### src/rtl/gda_pkg.sv
// ----------------------------------------------------------------------------
// gda_pkg
// Types, microcode program and calendar helpers for the date adder.
// ----------------------------------------------------------------------------
package gda_pkg;

	localparam int unsigned DAY_W   = 5;
	localparam int unsigned MONTH_W = 4;
	localparam int unsigned YEAR_W  = 14;
	localparam int unsigned ADD_W   = 16;
	localparam int unsigned OFF_W   = 9;

	localparam logic [ADD_W-1:0]   DAYS_TO_ADD_RST = ADD_W'(7);
	localparam logic [YEAR_W-1:0]  YEAR_MAX        = YEAR_W'(9999);
	localparam logic [MONTH_W-1:0] MONTH_DEC       = MONTH_W'(12);
	localparam logic [OFF_W-1:0]   YEAR_DAYS       = OFF_W'(365);
	localparam logic [OFF_W-1:0]   LEAP_YEAR_DAYS  = OFF_W'(366);
	// 2^19 / 100 rounded up, exact quotient for every 14-bit year
	localparam logic [12:0]        DIV100_RECIP    = 13'd5243;

	typedef logic [2:0] step_t;

	typedef enum logic [2:0] {
		OP_LOAD   = 3'd0,
		OP_CLAMP  = 3'd1,
		OP_OFFSET = 3'd2,
		OP_REMAIN = 3'd3,
		OP_YEAR   = 3'd4,
		OP_CHECK  = 3'd5,
		OP_MONTH  = 3'd6,
		OP_EMIT   = 3'd7
	} op_t;

	typedef enum logic [2:0] {
		COND_NEVER    = 3'd0,
		COND_NO_IN    = 3'd1,
		COND_FITS     = 3'd2,
		COND_MORE     = 3'd3,
		COND_OVF      = 3'd4,
		COND_NOT_DONE = 3'd5,
		COND_OUT_BUSY = 3'd6
	} cond_t;

	typedef struct packed {
		op_t   op;
		cond_t cond;
		step_t jmp;
		step_t nxt;
	} ucode_t;

	typedef struct packed {
		logic no_in;
		logic fits;
		logic more;
		logic ovf;
		logic not_done;
		logic out_busy;
	} flags_t;

	typedef struct packed {
		op_t op;
	} ctl_t;

	localparam step_t ST_IDLE   = 3'd0;
	localparam step_t ST_CLAMP  = 3'd1;
	localparam step_t ST_OFFSET = 3'd2;
	localparam step_t ST_REMAIN = 3'd3;
	localparam step_t ST_YEAR   = 3'd4;
	localparam step_t ST_CHECK  = 3'd5;
	localparam step_t ST_MONTH  = 3'd6;
	localparam step_t ST_EMIT   = 3'd7;

	// control store: jump on condition, else go to nxt
	function automatic ucode_t ucode_rom(input step_t pc);
		ucode_t w;
		case (pc)
			ST_IDLE:   w = '{OP_LOAD,   COND_NO_IN,    ST_IDLE,  ST_CLAMP};
			ST_CLAMP:  w = '{OP_CLAMP,  COND_NEVER,    ST_IDLE,  ST_OFFSET};
			ST_OFFSET: w = '{OP_OFFSET, COND_NEVER,    ST_IDLE,  ST_REMAIN};
			ST_REMAIN: w = '{OP_REMAIN, COND_FITS,     ST_CHECK, ST_YEAR};
			ST_YEAR:   w = '{OP_YEAR,   COND_MORE,     ST_YEAR,  ST_CHECK};
			ST_CHECK:  w = '{OP_CHECK,  COND_OVF,      ST_EMIT,  ST_MONTH};
			ST_MONTH:  w = '{OP_MONTH,  COND_NOT_DONE, ST_MONTH, ST_EMIT};
			ST_EMIT:   w = '{OP_EMIT,   COND_OUT_BUSY, ST_EMIT,  ST_IDLE};
			default:   w = '{OP_LOAD,   COND_NEVER,    ST_IDLE,  ST_IDLE};
		endcase
		return w;
	endfunction

	function automatic logic leap_year(input logic [YEAR_W-1:0] y);
		logic [26:0]       prod;
		logic [7:0]        q;
		logic [YEAR_W-1:0] h;
		logic              by100;
		prod  = 27'(y) * 27'(DIV100_RECIP);
		q     = prod[26:19];
		// q * 100 as shifts and adds
		h     = {q, 6'b0} + YEAR_W'({q, 5'b0}) + YEAR_W'({q, 2'b0});
		by100 = (h == y);
		return ((y[1:0] == 2'b00) && !by100) || (by100 && (q[1:0] == 2'b00));
	endfunction

	function automatic logic [DAY_W-1:0] month_days(input logic [MONTH_W-1:0] m,
			input logic leap);
		logic [DAY_W-1:0] n;
		case (m) inside
			4'd4, 4'd6, 4'd9, 4'd11: n = DAY_W'(30);
			4'd2:                    n = leap ? DAY_W'(29) : DAY_W'(28);
			default:                 n = DAY_W'(31);
		endcase
		return n;
	endfunction

	function automatic logic [OFF_W-1:0] days_before(input logic [MONTH_W-1:0] m);
		logic [OFF_W-1:0] n;
		case (m)
			4'd2:    n = OFF_W'(31);
			4'd3:    n = OFF_W'(59);
			4'd4:    n = OFF_W'(90);
			4'd5:    n = OFF_W'(120);
			4'd6:    n = OFF_W'(151);
			4'd7:    n = OFF_W'(181);
			4'd8:    n = OFF_W'(212);
			4'd9:    n = OFF_W'(243);
			4'd10:   n = OFF_W'(273);
			4'd11:   n = OFF_W'(304);
			4'd12:   n = OFF_W'(334);
			default: n = '0;
		endcase
		return n;
	endfunction

endpackage

### src/rtl/gda_seq.sv
// ----------------------------------------------------------------------------
// gda_seq
// Step counter and control store; picks the next step from the datapath flags.
// ----------------------------------------------------------------------------
module gda_seq import gda_pkg::*; (
	input  logic   clk,
	input  logic   arst_n,
	input  flags_t flags,
	output ctl_t   ctl
);

	step_t  pc_q;
	ucode_t uw;
	logic   take;

	assign uw     = ucode_rom(pc_q);
	assign ctl.op = uw.op;

	always_comb begin
		case (uw.cond)
			COND_NEVER:    take = 1'b0;
			COND_NO_IN:    take = flags.no_in;
			COND_FITS:     take = flags.fits;
			COND_MORE:     take = flags.more;
			COND_OVF:      take = flags.ovf;
			COND_NOT_DONE: take = flags.not_done;
			COND_OUT_BUSY: take = flags.out_busy;
			default:       take = 1'b0;
		endcase
	end

	always_ff @(posedge clk or negedge arst_n) begin
		if (!arst_n) begin
			pc_q <= ST_IDLE;
		end else begin
			pc_q <= take ? uw.jmp : uw.nxt;
		end
	end

endmodule

### src/rtl/gregorian_date_add_days_core.sv
// ----------------------------------------------------------------------------
// gregorian_date_add_days_core
// Adds the configured day count to a Gregorian date.
// ----------------------------------------------------------------------------
// Input channel in_valid/in_ready carries one date item (in_day, in_month,
// in_year); output channel out_valid/out_ready carries the resulting date and
// year_overflow. cfg_wr_en/cfg_wr_data write days_to_add (reset value 7);
// write it only while the block is idle.
// One item is worked at a time by a microcoded sequencer: a fixed program of
// eight steps drives the datapath. After an item is accepted the sequencer
// clamps the day, forms the day-of-year offset, steps whole years (about 180
// at most for a day count of 65535), checks for year overflow, walks the
// months of the final year (at most 11) and writes the result; on year
// overflow the month walk is skipped. The next item can be taken in the cycle
// after the result is written, not before. in_ready is high only in the idle
// step. A finished result sits in the output register while the next item is
// accepted and worked; if the receiver still stalls when that next result is
// ready, the sequencer waits in its emit step.
// Reset returns the sequencer to idle, empties the output register and loads
// days_to_add with 7.
// ----------------------------------------------------------------------------
module gregorian_date_add_days_core import gda_pkg::*; (
	input  logic               clk,
	input  logic               arst_n,
	input  logic               cfg_wr_en,
	input  logic [ADD_W-1:0]   cfg_wr_data,
	input  logic               in_valid,
	output logic               in_ready,
	input  logic [DAY_W-1:0]   in_day,
	input  logic [MONTH_W-1:0] in_month,
	input  logic [YEAR_W-1:0]  in_year,
	output logic               out_valid,
	input  logic               out_ready,
	output logic [DAY_W-1:0]   out_day,
	output logic [MONTH_W-1:0] out_month,
	output logic [YEAR_W-1:0]  out_year,
	output logic               year_overflow
);

	ctl_t   ctl;
	flags_t flags;

	logic [ADD_W-1:0]   days_to_add_q;
	logic [DAY_W-1:0]   d_q;
	logic [MONTH_W-1:0] m_q;
	logic [YEAR_W-1:0]  y_q;
	logic [ADD_W-1:0]   x_q;
	logic [OFF_W-1:0]   off_q;
	logic               ovf_q;
	logic               out_valid_q;

	logic               leap;
	logic [OFF_W-1:0]   ylen;
	logic [OFF_W-1:0]   rem;
	logic [DAY_W-1:0]   mdays;
	logic               fits;
	logic               more;
	logic               done;
	logic               out_free;

	gda_seq u_seq (
		.clk    (clk),
		.arst_n (arst_n),
		.flags  (flags),
		.ctl    (ctl)
	);

	assign in_ready = (ctl.op == OP_LOAD);
	assign out_free = !out_valid_q || out_ready;

	assign leap  = leap_year(y_q);
	assign ylen  = leap ? LEAP_YEAR_DAYS : YEAR_DAYS;
	assign rem   = ylen - off_q;
	assign mdays = month_days(m_q, leap);
	assign fits  = (x_q <= ADD_W'(rem));
	assign more  = (x_q > ADD_W'(ylen));
	assign done  = (m_q == MONTH_DEC) || (off_q <= OFF_W'(mdays));

	assign flags.no_in    = !in_valid;
	assign flags.fits     = fits;
	assign flags.more     = more;
	assign flags.ovf      = (y_q > YEAR_MAX);
	assign flags.not_done = !done;
	assign flags.out_busy = !out_free;

	always_ff @(posedge clk or negedge arst_n) begin
		if (!arst_n) begin
			days_to_add_q <= DAYS_TO_ADD_RST;
		end else if (cfg_wr_en) begin
			days_to_add_q <= cfg_wr_data;
		end
	end

	// working registers
	always_ff @(posedge clk) begin
		case (ctl.op)
			OP_LOAD: begin
				if (in_valid) begin
					d_q <= (in_day == '0) ? DAY_W'(1) : in_day;
					if (in_month == '0)
						m_q <= MONTH_W'(1);
					else if (in_month > MONTH_DEC)
						m_q <= MONTH_DEC;
					else
						m_q <= in_month;
					if (in_year == '0)
						y_q <= YEAR_W'(1);
					else if (in_year > YEAR_MAX)
						y_q <= YEAR_MAX;
					else
						y_q <= in_year;
					x_q <= days_to_add_q;
				end
			end
			OP_CLAMP: begin
				if (d_q > mdays)
					d_q <= mdays;
			end
			OP_OFFSET: begin
				off_q <= days_before(m_q) + OFF_W'(d_q)
					+ OFF_W'(leap && (m_q > MONTH_W'(2)));
			end
			OP_REMAIN: begin
				if (fits) begin
					off_q <= off_q + x_q[OFF_W-1:0];
				end else begin
					x_q <= x_q - ADD_W'(rem);
					y_q <= y_q + YEAR_W'(1);
				end
			end
			OP_YEAR: begin
				if (more) begin
					x_q <= x_q - ADD_W'(ylen);
					y_q <= y_q + YEAR_W'(1);
				end else begin
					off_q <= x_q[OFF_W-1:0];
				end
			end
			OP_CHECK: begin
				ovf_q <= (y_q > YEAR_MAX);
				m_q   <= MONTH_W'(1);
			end
			OP_MONTH: begin
				if (!done) begin
					off_q <= off_q - OFF_W'(mdays);
					m_q   <= m_q + MONTH_W'(1);
				end
			end
			OP_EMIT: begin
				if (out_free) begin
					out_day       <= ovf_q ? DAY_W'(31) : off_q[DAY_W-1:0];
					out_month     <= ovf_q ? MONTH_DEC : m_q;
					out_year      <= ovf_q ? YEAR_MAX : y_q;
					year_overflow <= ovf_q;
				end
			end
			default: begin
			end
		endcase
	end

	always_ff @(posedge clk or negedge arst_n) begin
		if (!arst_n) begin
			out_valid_q <= 1'b0;
		end else if (ctl.op == OP_EMIT && out_free) begin
			out_valid_q <= 1'b1;
		end else if (out_ready) begin
			out_valid_q <= 1'b0;
		end
	end

	assign out_valid = out_valid_q;

endmodule

### config.mk
export PLATFORM = sky130hd
export DESIGN_NAME = gregorian_date_add_days_core
export DESIGN_NICKNAME = d
export VERILOG_FILES = /design/src/rtl/gda_pkg.sv /design/src/rtl/gda_seq.sv /design/src/rtl/gregorian_date_add_days_core.sv
export SDC_FILE = /design/constraint.sdc
export NUM_CORES = 1
export LEC_CHECK = 0
export BUFFER_PORTS_ARGS = -buffer_cell sky130_fd_sc_hd__buf_4
export CAP_MARGIN = 20
export CORE_UTILIZATION = 33
export DETAILED_ROUTE_END_ITERATION = 12
export GPL_ROUTABILITY_DRIVEN = 0
export PLACE_DENSITY_LB_ADDON = 0.1
export SLEW_MARGIN = 10
export SYNTH_ARGS = -nofsm -noshare
export SYNTH_HDL_FRONTEND = slang
export SYNTH_SLANG_ARGS = --single-unit
### constraint.sdc
create_clock -name clk -period 25.4 [get_ports clk]
set_input_delay 5.08 -clock clk [delete_from_list [all_inputs] [get_ports clk]]
set_output_delay 5.08 -clock clk [all_outputs]
set_load 0.1 [all_outputs]
==> results of run 1 <==
## cell usage in the layout (no fill, tap or decap), drive strengths merged, types with 8 or more instances in the layout
cell type	n
ha	170
o31ai	8
nor3	10
dfrtp	17
nand2	73
o21ai	60
fa	75
a21oi	47
a21o	8
buf	74
or2	21
xnor2	53
nor2b	14
inv	166
nor2	71
edfxtp	73
clkbuf	10
a22oi	10
o21a	10
nand3	18
xor2	32
mux2	16
o22ai	9
dfxtp	9
## cell type report
class / count / area [um^2]
Fill cell: 3407 / 20400
Multi-Input combinational cell: 819 / 7290
Sequential cell: 102 / 2880
Inverter: 164 / 616
Timing Repair Buffer: 74 / 563
Tap cell: 442 / 553
Clock buffer: 10 / 229
Clock inverter: 6 / 46.3
## sequential cells by signal (all words and copies together), names as in the netlist, named ones only
signal / count
y_q: 14
d_q: 5
x_q: 16
days_to_add_q: 16
u_seq.pc_q: 3
out_valid: 1
out_year: 14
m_q: 4
off_q: 9
year_overflow: 1
out_day: 5
ovf_q: 1
out_month: 4
## layer usage
metal  global-route usage  vias to the layer above  share of wire
met4               0.0523                        0          0.019
li1                     -                     3955              -
met5                    0                        -              0
met3               0.0291                       21          0.035
met2                0.293                      161           0.46
met1                0.252                     3833           0.49
## logic make-up after synthesis
| kind of cell | Yosys count | synth area share |
|---|---|---|
| AO/OA/AOI/OAI | 217 | 0.134 |
| XOR/XNOR | 86 | 0.0704 |
| adder cells (fa/ha/maj) | 245 | 0.333 |
| buffers and inverters | 189 | 0.0673 |
| flip-flops | 102 | 0.264 |
| multiplexers | 22 | 0.0224 |
| AND/OR/NAND/NOR | 249 | 0.109 |
## stage by stage
step           utilization  hold WS (ns)
3_5_place_dp         0.366         0.507
4_1_cts              0.374         0.522
3_3_place_gp         0.365         0.495
5_1_grt              0.374         0.537
2_1_floorplan            -         0.480
6_report             0.374         0.517
## worst max-delay path: cells and delay by family (launching register included)
family                     cells  cell delay, ns
and+or+nand+nor                6            0.96
AOI/OAI and AO/OA             13            3.93
buffers and inverters          8            1.25
DFF                            1            0.66
adders and majority gates     12            4.99
xor gates and xnor gates       2            0.46
## worst max path at each step
| stage | cells past startpoint | start | end |
|---|---|---|---|
| 2_1_floorplan | 39 | y_q[11] | x_q[0] |
| 3_3_place_gp | 41 | y_q[4] | x_q[13] |
| 3_5_place_dp | 41 | y_q[4] | x_q[11] |
| 4_1_cts | 41 | y_q[4] | x_q[4] |
| 5_1_grt | 41 | y_q[4] | x_q[4] |
| 6_report | 41 | y_q[4] | x_q[9] |
==> results.yml, run 1 <==
setup_path:
  worstPathArrival_ns: 12.68
  cp_max_fo: 30
  timing.rr.end: "x_q[9]"
  path_class: "flip-flop to flip-flop"
  worstSetupStartpointType: "flip-flop"
  critPathMostFrequentCell: "fa_1"
  worstPathRequired_ns: 25.42
  max_stage_delay_ns: 0.77
  r2r_start: "y_q[4]"
  cp-end-kind: "flip-flop"
  slowest_stage: "o31ai_1"
  r2r_cells: 41
  r2r_slack_ns: 12.75
grt:
  grt_overflow: 0
  track_usage: 0.182
  grt_max_degree: 31
  antenna_found_initial: 0
  grt_pass1_wl_um: 46500
  grt_pass1_vias: 8248
synth:
  synth-edff-count: 73
  ys_top_cells_by_area: "edfxtp_1 20%, ha_1 20%, fa_1 14%"
  yosysMostFrequentCell: "ha_1"
  synthFlopType: "edfxtp_1"
  synthArstFlopShare: 0.196
  syn_area_per_cell_um2: 9.81
  yosys.area.top_type_share: 0.201
  syn_inst: 1110
  yosys_warnings: 0
  syn-cell-area_mm2: 0.0109
  synth.net_count: 1399
  ys_seq_area_frac: 0.264
  synth.largest_area_cell: "edfxtp_1"
  ys_seq_elements: 102
  synth_cell_type_count: 72
  ys_top_cells_by_count: "170 x ha_1, 163 x inv_1, 75 x fa_1, 73 x edfxtp_1, 73 x nand2_1"
placed_design:
  place_hpwl_um: 24000
  place_ws_ns: 12.71
  dp_cells: 1601
  place.port_buffers: 69
  place_area_mm2: 0.0119
drt:
  first_pass_iters: 12
  drt_iter0_drc: 431
  drc: 1
  vias: 7970
  post_drt_wl_per_cell_um: 18.1
  vias_per_cell: 4.93
  ant_nets: 0
  drt_wl_total_um: 29200
cts:
  cts_buffer_depth: 2
  cts_setup_buffers: 0
  cts_resized: 0
  cts.hold.buffers_added: 0
  clkSinkCount: 102
  root_buffer: "clkbuf_16"
  path_clk_slew_ns: 0.08
  cts_htree_levels: 3
  cts_tree: "built"
  clk_latency_ns: 0.37
  cts_buffers: 9
floorplanning:
  start_util: 0.335
  ioPinCount: 70
  dieArea_mm2: 0.0337
  rows: 66
  core_mm2: 0.0325
  fp.dieH_um: 184
  fp.dieW_um: 184
final_layout:
  antennaDiodeCount: 0
  syn_to_final_growth_pct: 11.8
  drive_gt1_frac: 0.123
  final_area_mm2: 0.0122
  final_cells: 1617
  finalNetCount: 1459
hold_path:
  worstHoldStart: "days_to_add_q[8]"
  min_path_type: "flip-flop to flip-flop"
  whs_path_depth: 1
  holdPathEnd: "days_to_add_q[8]"
timing:
  period_share: 0.498
  finalSetupTns_ns: 0
  fin_skew_ns: 0.0178
  grt_setup_unrepaired: "no"
  setup_violations: 0
  finalHoldViolations: 0
  min_period_ns: 12.65
  final-max-slew-violation-count: 0
  timing.final.ws_setup_ns: 12.75
  worst-slew-pin-transition_ns: 0.914
  max_clock_freq_ghz: 0.0790
  max_slew_margin: 0.391
flow_run:
  max_cap_violations: 0
status:
  failed_checks: "design-rule violations"
  status: "finished, violations left"
Power of run 1 is left out: the tool's default activity adds up to more than one toggle a clock period on the data nets, which glitch-free logic cannot reach.
==> inputs of run 2 (changes only) <==
--- a/config.mk
+++ b/config.mk
@@ -5,6 +5,7 @@
 export SDC_FILE = /design/constraint.sdc
 export NUM_CORES = 1
 export LEC_CHECK = 0
+export ABC_AREA = 1
 export BUFFER_PORTS_ARGS = -buffer_cell sky130_fd_sc_hd__buf_4
 export CAP_MARGIN = 20
 export CORE_UTILIZATION = 33
==> constraint.sdc (replaced) <==
create_clock -name clk -period 12.4 [get_ports clk]
set_input_delay 2.48 -clock clk [delete_from_list [all_inputs] [get_ports clk]]
set_output_delay 2.48 -clock clk [all_outputs]
set_load 0.1 [all_outputs]
==> results.yml, run 2 <==
status:
  status: "completed"
final_layout:
  finalNetCount: 1727
  mostFrequentLayoutCells: "267 x inv_1, 264 x nand2_1, 170 x ha_1"
  drive_gt1_frac: 0.0956
  antennaDiodeCount: 0
  layout_commonest_cell: "inv_1"
  final_area_mm2: 0.0126
  fillCellCount: 3540
  syn_to_final_growth_pct: 11.9
  top_regs: "days_to_add_q (16), x_q (16)"
placed_design:
  place_area_mm2: 0.0123
  place_hpwl_um: 26500
  place.port_buffers: 69
floorplanning:
  core_mm2: 0.0335
  fp.dieH_um: 187
  dieArea_mm2: 0.0349
  rows: 67
  start_util: 0.336
  ioPinCount: 70
  fp.dieW_um: 187
cts:
  clkSinkCount: 102
  cts_buffers: 9
  cts_resized: 0
  cts_buffer_depth: 2
  cts_tree: "built"
  path_clk_slew_ns: 0.07
  cts_setup_buffers: 0
  root_buffer: "clkbuf_16"
  cts.hold.buffers_added: 0
  cts_htree_levels: 3
  clk_latency_ns: 0.36
drt:
  vias: 9051
  drc: 0
  first_pass_iters: 6
  vias_per_cell: 4.79
  drt_iter0_drc: 400
  post_drt_wl_per_cell_um: 16.8
  drt_wl_total_um: 31900
  ant_nets: 0
hold_path:
  whs_path_depth: 1
  min_path_type: "flip-flop to flip-flop"
synth:
  synthFlopType: "edfxtp_1"
  syn_area_per_cell_um2: 8.22
  synth.largest_area_cell: "edfxtp_1"
  synthArstFlopShare: 0.196
  synthSimpleGateAreaFrac: 0.182
  synth_top_family_by_area: "adder cells"
  ys_seq_area_frac: 0.255
  ys_top_cells_by_count: "267 x inv_1, 264 x nand2_1, 170 x ha_1, 88 x nor2_1, 75 x fa_1"
  synthAdderAreaFrac: 0.322
  ys_seq_elements: 102
  yosys_warnings: 0
  ys_top_cells_by_area: "edfxtp_1 19%, ha_1 19%, fa_1 13%"
  synth-edff-count: 73
  syn-cell-area_mm2: 0.0113
  synth.net_count: 1658
  yosys.area.top_type_share: 0.195
  synth_cell_type_count: 53
  muxShareOfSynthArea: 0.00600
  syn_inst: 1369
  synth_xor_area_frac: 0.0249
  yosysMostFrequentCell: "inv_1"
  synth-compound-area-share: 0.111
timing:
  period_share: 0.875
  grt_setup_unrepaired: "no"
  finalSetupTns_ns: 0
  max_slew_margin: 0.396
  final-max-slew-violation-count: 0
  min_period_ns: 10.85
  finalHoldViolations: 0
  worst-slew-pin-transition_ns: 0.904
  max_clock_freq_ghz: 0.0921
  fin_skew_ns: 0.0114
  setup_violations: 0
grt:
  grt_pass1_vias: 9338
  grt_overflow: 0
  track_usage: 0.188
  grt_max_degree: 31
  grt_pass1_wl_um: 50900
  antenna_found_initial: 0
setup_path:
  worstSetupStartpointType: "flip-flop"
  r2r_cells: 48
  cp_max_fo: 23
  worstPathArrival_ns: 10.88
  path_class: "flip-flop to flip-flop"
  worstPathRequired_ns: 12.43
  slowest_stage: "edfxtp_1"
  cp-end-kind: "flip-flop"
  max_stage_delay_ns: 0.66
  critPathMostFrequentCell: "nand2_1"
flow_run:
  max_cap_violations: 0
[run 2: changes by cell type after synthesis, sizes merged, moves of 22 or more]
cell / before / now
nand3: 18 / 70
nand2: 73 / 272
a21oi: 47 / 75
inv: 164 / 278
xnor2: 53 / 10
nor2: 71 / 93
[run 2: logic make-up (layout without fill, tap and decap cells)]
group,Yosys count,after routing
buffers and inverters,294,368
xor gates and xnor gates,32,32
and+or+nand+nor,480,480
adders and majority gates,245,245
muxes,6,6
DFF,102,102
AOI/OAI and AO/OA,210,210
[run 2: worst max-delay path: cells and delay by family, from the launching register on]
| family | cells | cell delay (ns) |
|---|---|---|
| buffers and inverters | 9 | 1.17 |
| XOR/XNOR | 3 | 0.60 |
| flip-flops | 1 | 0.66 |
| adder cells (fa/ha/maj) | 11 | 4.51 |
| AND/OR/NAND/NOR | 16 | 1.55 |
| AO/OA/AOI/OAI | 9 | 1.96 |
[run 2: metrics by stage]
step	utilization	worst slack, ns	instances	hold slack, ns
2_1_floorplan	-	2.69	1369	0.424
3_3_place_gp	0.367	1.38	1875	0.498
3_5_place_dp	0.367	1.49	1875	0.505
4_1_cts	0.376	1.44	1891	0.521
5_1_grt	0.376	0.586	1891	0.546
6_report	0.376	1.55	1891	0.518
[run 2: worst paths after layout]
kind	from	to	slack, ns
worst max-delay path	y_q[6]	y_q[1]	1.55
worst min-delay path	days_to_add_q[13]	days_to_add_q[13]	0.52
worst max register to register	y_q[6]	y_q[1]	1.55
worst min register to register	days_to_add_q[13]	days_to_add_q[13]	0.52
max in group asynchronous	arst_n	days_to_add_q[0]	10.12
min in group asynchronous	arst_n	u_seq.pc_q[2]	2.00
[run 2: layout make-up]
cell class / count / area [um^2] / area share
Inverter: 278 / 1040 / 0.0828
Clock buffer: 13 / 262 / 0.0208
Clock inverter: 3 / 17.5 / 0.00139
Timing Repair Buffer: 74 / 556 / 0.0441
Multi-Input combinational cell: 973 / 7280 / 0.578
Tap cell: 448 / 561 / 0.0445
Sequential cell: 102 / 2880 / 0.228
[run 2: layer usage]
layer | up-vias | GRT usage | share of wire
li1 | 4610 | - | -
met1 | 4275 | 0.238 | 0.45
met2 | 130 | 0.335 | 0.50
met3 | 36 | 0.0156 | 0.019
met4 | 0 | 0.0659 | 0.026
met5 | - | 0 | 0
Power of run 2 is left out for the same reason.
